File: src/blwc_pkg.sv
package blwc_pkg;

    // Sizes of the position row and of the query fields.
    localparam int MAX_POSITIONS = 32;
    localparam int MAX_STEPS     = 255;
    localparam int COUNT_WIDTH   = 32;
    localparam int LEN_WIDTH     = 6;
    localparam int STEP_WIDTH    = 8;
    localparam int POS_IDX_WIDTH = $clog2(MAX_POSITIONS);

    // Sequencer states.
    typedef enum logic [1:0] {
        ST_IDLE,
        ST_RUN,
        ST_READ,
        ST_DONE
    } state_t;

    // Commands from the sequencer to every cell of the row.
    typedef struct packed {
        logic load;
        logic step;
    } cell_ctrl_t;

endpackage

File: src/blwc_cell.sv
module blwc_cell (
    input  logic                              clk,
    input  logic                              rst_n,
    input  blwc_pkg::cell_ctrl_t              ctrl,
    input  logic                              seed,
    input  logic                              active,
    input  logic [blwc_pkg::COUNT_WIDTH-1:0]  left_count,
    input  logic [blwc_pkg::COUNT_WIDTH-1:0]  right_count,
    output logic [blwc_pkg::COUNT_WIDTH-1:0]  count
);
    import blwc_pkg::*;

    logic [COUNT_WIDTH-1:0] count_reg;
    logic [COUNT_WIDTH-1:0] count_next;

    // A load clears the cell or seeds a single walk at the target. A step
    // sums both neighbors; an end position sees a zero neighbor outside the
    // line, and positions past the line length hold their zero.
    always_comb
    begin
        count_next = count_reg;
        if (ctrl.load)
        begin
            count_next = {{(COUNT_WIDTH-1){1'b0}}, seed};
        end
        else if (ctrl.step && active)
        begin
            count_next = left_count + right_count;
        end
    end

    always_ff @(posedge clk or negedge rst_n)
    begin
        if (!rst_n)
        begin
            count_reg <= '0;
        end
        else
        begin
            count_reg <= count_next;
        end
    end

    assign count = count_reg;

endmodule

File: src/blwc_ctrl.sv
module blwc_ctrl (
    input  logic                                clk,
    input  logic                                rst_n,
    input  logic                                in_valid,
    output logic                                in_stall,
    input  logic [blwc_pkg::LEN_WIDTH-1:0]      line_length,
    input  logic [blwc_pkg::LEN_WIDTH-1:0]      start_position,
    input  logic [blwc_pkg::STEP_WIDTH-1:0]     step_count,
    input  logic [blwc_pkg::LEN_WIDTH-1:0]      target_position,
    output logic                                out_valid,
    input  logic                                out_stall,
    output logic [blwc_pkg::COUNT_WIDTH-1:0]    walk_count,
    output logic                                invalid_args,
    input  logic [blwc_pkg::COUNT_WIDTH-1:0]    start_count,
    output blwc_pkg::cell_ctrl_t                cell_ctrl,
    output logic [blwc_pkg::LEN_WIDTH-1:0]      active_len,
    output logic [blwc_pkg::POS_IDX_WIDTH-1:0]  start_idx
);
    import blwc_pkg::*;

    state_t                 state_reg;
    state_t                 state_next;
    logic [STEP_WIDTH-1:0]  steps_left_reg;
    logic [STEP_WIDTH-1:0]  steps_left_next;
    logic [LEN_WIDTH-1:0]   len_reg;
    logic [LEN_WIDTH-1:0]   len_next;
    logic [LEN_WIDTH-1:0]   start_reg;
    logic [LEN_WIDTH-1:0]   start_next;
    logic [COUNT_WIDTH-1:0] walk_count_reg;
    logic [COUNT_WIDTH-1:0] walk_count_next;
    logic                   invalid_reg;
    logic                   invalid_next;
    logic                   accept;
    logic                   args_bad;

    // Range checks on the incoming word.
    always_comb
    begin
        args_bad = (line_length < LEN_WIDTH'(2))
                || (line_length > LEN_WIDTH'(MAX_POSITIONS))
                || (step_count < STEP_WIDTH'(1))
                || (step_count > STEP_WIDTH'(MAX_STEPS))
                || (start_position < LEN_WIDTH'(1))
                || (start_position > line_length)
                || (target_position < LEN_WIDTH'(1))
                || (target_position > line_length);
    end

    assign accept = in_valid && (state_reg == ST_IDLE);

    // Next state, row commands and result register.
    always_comb
    begin
        state_next      = state_reg;
        steps_left_next = steps_left_reg;
        len_next        = len_reg;
        start_next      = start_reg;
        walk_count_next = walk_count_reg;
        invalid_next    = invalid_reg;
        cell_ctrl.load  = 1'b0;
        cell_ctrl.step  = 1'b0;
        unique case (state_reg)
            ST_IDLE:
            begin
                if (accept)
                begin
                    if (args_bad)
                    begin
                        walk_count_next = '0;
                        invalid_next    = 1'b1;
                        state_next      = ST_DONE;
                    end
                    else
                    begin
                        cell_ctrl.load  = 1'b1;
                        steps_left_next = step_count;
                        len_next        = line_length;
                        start_next      = start_position;
                        state_next      = ST_RUN;
                    end
                end
            end
            ST_RUN:
            begin
                cell_ctrl.step  = 1'b1;
                steps_left_next = steps_left_reg - STEP_WIDTH'(1);
                if (steps_left_reg == STEP_WIDTH'(1))
                begin
                    state_next = ST_READ;
                end
            end
            ST_READ:
            begin
                walk_count_next = start_count;
                invalid_next    = 1'b0;
                state_next      = ST_DONE;
            end
            ST_DONE:
            begin
                if (!out_stall)
                begin
                    state_next = ST_IDLE;
                end
            end
            default:
            begin
                state_next = ST_IDLE;
            end
        endcase
    end

    always_ff @(posedge clk or negedge rst_n)
    begin
        if (!rst_n)
        begin
            state_reg      <= ST_IDLE;
            steps_left_reg <= '0;
            len_reg        <= '0;
            start_reg      <= '0;
            invalid_reg    <= 1'b0;
        end
        else
        begin
            state_reg      <= state_next;
            steps_left_reg <= steps_left_next;
            len_reg        <= len_next;
            start_reg      <= start_next;
            invalid_reg    <= invalid_next;
        end
    end

    // Result data needs no reset; it is only shown with out_valid.
    always_ff @(posedge clk)
    begin
        walk_count_reg <= walk_count_next;
    end

    assign in_stall     = (state_reg != ST_IDLE);
    assign out_valid    = (state_reg == ST_DONE);
    assign walk_count   = walk_count_reg;
    assign invalid_args = invalid_reg;
    assign active_len   = len_reg;
    assign start_idx    = POS_IDX_WIDTH'(start_reg - LEN_WIDTH'(1));

endmodule

File: src/bounded_line_walk_counter_top.sv
// Channel  Direction  Handshake          Fields
// in       input      in_valid/in_stall  line_length, start_position, step_count,
//                                        target_position
// out      output     out_valid/out_stall walk_count, invalid_args
//
// A valid query runs one update round per cycle across the row of position
// cells, one round per step, then registers the start position's count as its
// result word. A bad query shows its flagged word on the next cycle. One query
// is in flight at a time: in_stall stays high until the result word is taken.
// out_stall holds the result steady. Reset is asynchronous and clears the
// position counts; the result register has no reset.
module bounded_line_walk_counter_top (
    input  logic                                clk,
    input  logic                                rst_n,
    input  logic                                in_valid,
    output logic                                in_stall,
    input  logic [blwc_pkg::LEN_WIDTH-1:0]      line_length,
    input  logic [blwc_pkg::LEN_WIDTH-1:0]      start_position,
    input  logic [blwc_pkg::STEP_WIDTH-1:0]     step_count,
    input  logic [blwc_pkg::LEN_WIDTH-1:0]      target_position,
    output logic                                out_valid,
    input  logic                                out_stall,
    output logic [blwc_pkg::COUNT_WIDTH-1:0]    walk_count,
    output logic                                invalid_args
);
    import blwc_pkg::*;

    logic [COUNT_WIDTH-1:0]   counts [MAX_POSITIONS];
    cell_ctrl_t               cell_ctrl;
    logic [LEN_WIDTH-1:0]     active_len;
    logic [POS_IDX_WIDTH-1:0] start_idx;
    logic [COUNT_WIDTH-1:0]   start_count;

    // Sequencer: handshakes, round counter and result register.
    blwc_ctrl u_ctrl (
        .clk             (clk),
        .rst_n           (rst_n),
        .in_valid        (in_valid),
        .in_stall        (in_stall),
        .line_length     (line_length),
        .start_position  (start_position),
        .step_count      (step_count),
        .target_position (target_position),
        .out_valid       (out_valid),
        .out_stall       (out_stall),
        .walk_count      (walk_count),
        .invalid_args    (invalid_args),
        .start_count     (start_count),
        .cell_ctrl       (cell_ctrl),
        .active_len      (active_len),
        .start_idx       (start_idx)
    );

    // Row of position cells, each fed by its two neighbors.
    for (genvar j = 0; j < MAX_POSITIONS; j++)
    begin : g_cell
        localparam logic [LEN_WIDTH-1:0] POS = LEN_WIDTH'(j + 1);
        logic [COUNT_WIDTH-1:0] left_count;
        logic [COUNT_WIDTH-1:0] right_count;

        if (j == 0)
        begin : g_first
            assign left_count = '0;
        end
        else
        begin : g_inner_left
            assign left_count = counts[j-1];
        end

        if (j == MAX_POSITIONS - 1)
        begin : g_last
            assign right_count = '0;
        end
        else
        begin : g_inner_right
            assign right_count = counts[j+1];
        end

        blwc_cell u_cell (
            .clk         (clk),
            .rst_n       (rst_n),
            .ctrl        (cell_ctrl),
            .seed        (target_position == POS),
            .active      (POS <= active_len),
            .left_count  (left_count),
            .right_count (right_count),
            .count       (counts[j])
        );
    end

    // Pick the count held at the start position.
    assign start_count = counts[start_idx];

endmodule

File: config.mk
export PLATFORM = sky130hd
export DESIGN_NAME = bounded_line_walk_counter_top
export DESIGN_NICKNAME = d
export VERILOG_FILES = /design/src/blwc_pkg.sv /design/src/blwc_cell.sv /design/src/blwc_ctrl.sv /design/src/bounded_line_walk_counter_top.sv
export SDC_FILE = /design/constraint.sdc
export NUM_CORES = 2
export LEC_CHECK = 0
export BUFFER_PORTS_ARGS = -buffer_cell sky130_fd_sc_hd__buf_2
export CAP_MARGIN = 40
export CORE_UTILIZATION = 65
export DETAILED_ROUTE_END_ITERATION = 10
export PLACE_DENSITY = 0.79
export SYNTH_ARGS = -nofsm -noshare
export SYNTH_HDL_FRONTEND = slang
export SYNTH_SLANG_ARGS = --single-unit
File: constraint.sdc
create_clock -name clk -period 9.5 [get_ports clk]
set_input_delay 0.475 -clock clk [delete_from_list [all_inputs] [get_ports clk]]
set_output_delay 0.475 -clock clk [all_outputs]
set_load 0.01 [all_outputs]
==> results.md <==
* Run status: finished clean
* Post-synthesis cell area at 95430 um2
* Ranking of synthesized cells by area: dfrtp_1 (27%), ha_1 (12%), a21oi_1 (7.7%)
* Routed len/inst at 26.32 um
* H-tree levels at 4
* Max_cap viols at 0
* Largest net degree at the start of global routing at 171
* Measured slew at the worst slew-check pin at 1127 ps
* Reg2Reg Launch Point: u_ctrl.start_reg[0]
* Mean Syn Cell Area at 8.531 um2
* CP startpoint kind: register
* Seq/Total Area, Yosys at 0.2844
* CTS Buffer Depth at 3
* Clk_skew at 36.62 ps
* Crit-path max FO at 113
* Die footprint at 148400 um2
* Routed wl met2 at 153700 um
* CP Data Arrival Time at 5130 ps
* CP endpoint kind: register
* Worst path max stage delay at 870 ps
* Fill cells at 11450
* Iter 0 DRT Violations at 10550
* Seq. cell area at 27140 um2
* Final Setup Violations at 0
* EDFF count, synth at 32
* Crit path kind: reg -> reg
* Top FF cell, synth: dfrtp_1
* Multi-input gate area at 65770 um2
* Placer Congestion at 1.042
* Residual DRC count at 0
* Clk_lat worst skew at 810 ps
* Post-synth top area share at 0.2743
* YS warnings at 0
* Hold slack at 39.14 ps
* CP Buf/Inv Count at 2
* Final clock period utilization by the worst path at 0.4860
* Top Metal Used: met5
* CTS tree: yes
* CORE AREA at 145700 um2
* Vias per cell at 7.054
* Async SR Flop Fraction at 0.9703
* PortBufs at 64
* Vias in the first global route at 88940
* Layout Nets at 12060
* Final count of pins violating max slew at 0
* Cell family with most CP delay: multiplexers
* CTS Buf Count at 137
* Share of post-route cells with drive strength above 1 at 0.08090
* GRT Overall Usage at 0.4601
* Wl on met1 at 126600 um
* Clock Pin Slew Worst Setup and Hold Paths at 60 ps
* RSZ-0062 raised after global routing: false
* Max reg flops at 1024
* Yosys cell types at 106
* CP dominant cell by count: mux4_2
* DR pass1 iterations at 8
* Synth area leader: dfrtp_1
* Syn_nets at 12200
* Ports at 65
* Final worst path period need at 4617 ps
* Die height at 385.2 um
* CP Data Required Time at 10010 ps
* First-pass GRT wire length at 527000 um
* Row count at 140
* Critical Path Source: u_ctrl.start_reg[0]
* Worst path cell trace: inv_1, ha_4, buf_12, mux4_2, mux4_2, nand2_1, a21boi_0
* Setup_tns at 0 ps
* Endpoints failing hold at 0
* Placed cells at 12820
* Antenna violations before repair at 33
* CP max-delay cell: ha_4
* Flops & latches, synth at 1078
* Metal3 WL at 37740 um
* GRT overflow at 0
* Drt total wl at 344600 um
* CTS sink cnt at 1078
* Hold Path Class: in -> reg
* Post-route ant nets at 0
* Slew headroom at 0.2488
* Finished Layout Cells at 13090
* CTS root buf: clkbuf_16
* Horiz. Die Dim at 385.2 um
* Area Overhead vs Synth at 7.327%
* Initial Utilization at 0.6548
* Fmax at 216.6 MHz
* Total number of vias at 92340
* Final HPWL DP at 264500 um
* Cells after Synth at 11190
* Hold Path Origin: step_count[0]
final cells by class:
cell class / instances / area share
diodes: 11 / 0.0002687
clock buffers: 214 / 0.03990
clock inverters: 35 / 0.003433
inverters: 247 / 0.009052
multi-input cells: 9383 / 0.6422
flip-flops and latches: 1078 / 0.2650
well taps: 1917 / 0.02342
repair buffers: 205 / 0.01680
worst min-delay path, delay by kind of cell:
family	cells	cell delay (ps)
buffers and inverters	1	100
AOI/OAI and AO/OA	2	210
layout by cell type (no fill, tap or decap), types with 43 or more instances in the layout:
master,count
a21oi_1,1447
a21o_1,482
buf_2,71
ha_1,947
nand4_1,69
clkbuf_1,48
and2_1,48
o31ai_1,51
dfrtp_1,1045
inv_1,246
o21bai_1,109
nand3_1,289
o21a_1,124
buf_4,104
a211oi_1,175
a211o_1,43
mux4_2,320
a21boi_0,60
nand2_1,1707
nor3_1,230
or3_1,83
xor2_1,242
xnor2_1,452
and3_1,104
nor2_1,786
nand2b_1,116
nor2b_1,151
a31oi_1,120
o21ai_0,523
clkbuf_16,145
cells by family (layout without fill, tap and decap cells):
family,after synthesis,count (layout),synth area share
xor gates and xnor gates,698,698,0.06406
DFF,1078,1078,0.2844
adders and majority gates,979,979,0.1307
buffers and inverters,725,701,0.03002
muxes,347,347,0.07835
and+or+nand+nor,3797,3797,0.1792
AOI/OAI and AO/OA,3562,3562,0.2333
other,0,11,0
through the flow:
step                      setup slack, ps  cell area (um2)    util
final                                4883           102400  0.7028
after global routing                 4807           102400  0.7026
after CTS                            4953           102300  0.7020
after detailed placement             4770            97850  0.6714
after global placement               4428            97570  0.6695
after floorplan                      5351            95430       -
timing repair:
item / CTS / global route
hold endpoints to repair: 45 / 0
endpoints found under the setup margin: 0 / 0
hold buffers: 3 / 0
setup buffers: 0 / 0
gates resized for setup: 0 / 0
synth_stat cells (32+ instances only):
cell type  count
a21oi_1     1460
nand3_1      289
ha_1         949
or3_1         83
a21o_1       482
nand4_1       69
edfxtp_1      32
nor3_1       230
and3_1       104
nand2b_1     117
o31a_1        32
xnor2_1      455
o21ai_0      533
o211ai_1      34
o21bai_1     109
nor2b_1      151
o21ai_1       37
buf_2         87
inv_1        247
xor2_1       243
o21a_1       124
a31oi_1      120
and2_1        49
dfrtp_1     1046
a211o_1       43
nand2_1     1709
a211oi_1     176
buf_1         47
nor2_1       805
a21boi_0      64
mux4_2       320
o31ai_1       51
clkbuf_1     339
layer usage:
| metal | vias up | track usage |
|---|---|---|
| li1 | 40790 | - |
| met1 | 44630 | 0.5688 |
| met2 | 5471 | 0.7184 |
| met3 | 1408 | 0.1098 |
| met4 | 32 | 0.3031 |
| met5 | - | 0 |
final timing paths:
check                                              endpoint  depth (start not counted)  slack, ps
worst min-delay path               u_ctrl.steps_left_reg[0]                          3         40
worst min register to register   g_cell[0].u_cell.count[14]                          2        500
min in group asynchronous        g_cell[29].u_cell.count[1]                          2        190
max in group asynchronous       g_cell[12].u_cell.count[28]                          4       7130
worst max-delay path                  u_ctrl.walk_count[28]                          7       4880
worst max register to register        u_ctrl.walk_count[28]                          7       4880
Power is left out: the tool's default activity adds up to more than one toggle a clock period on the data nets, which glitch-free logic cannot reach.
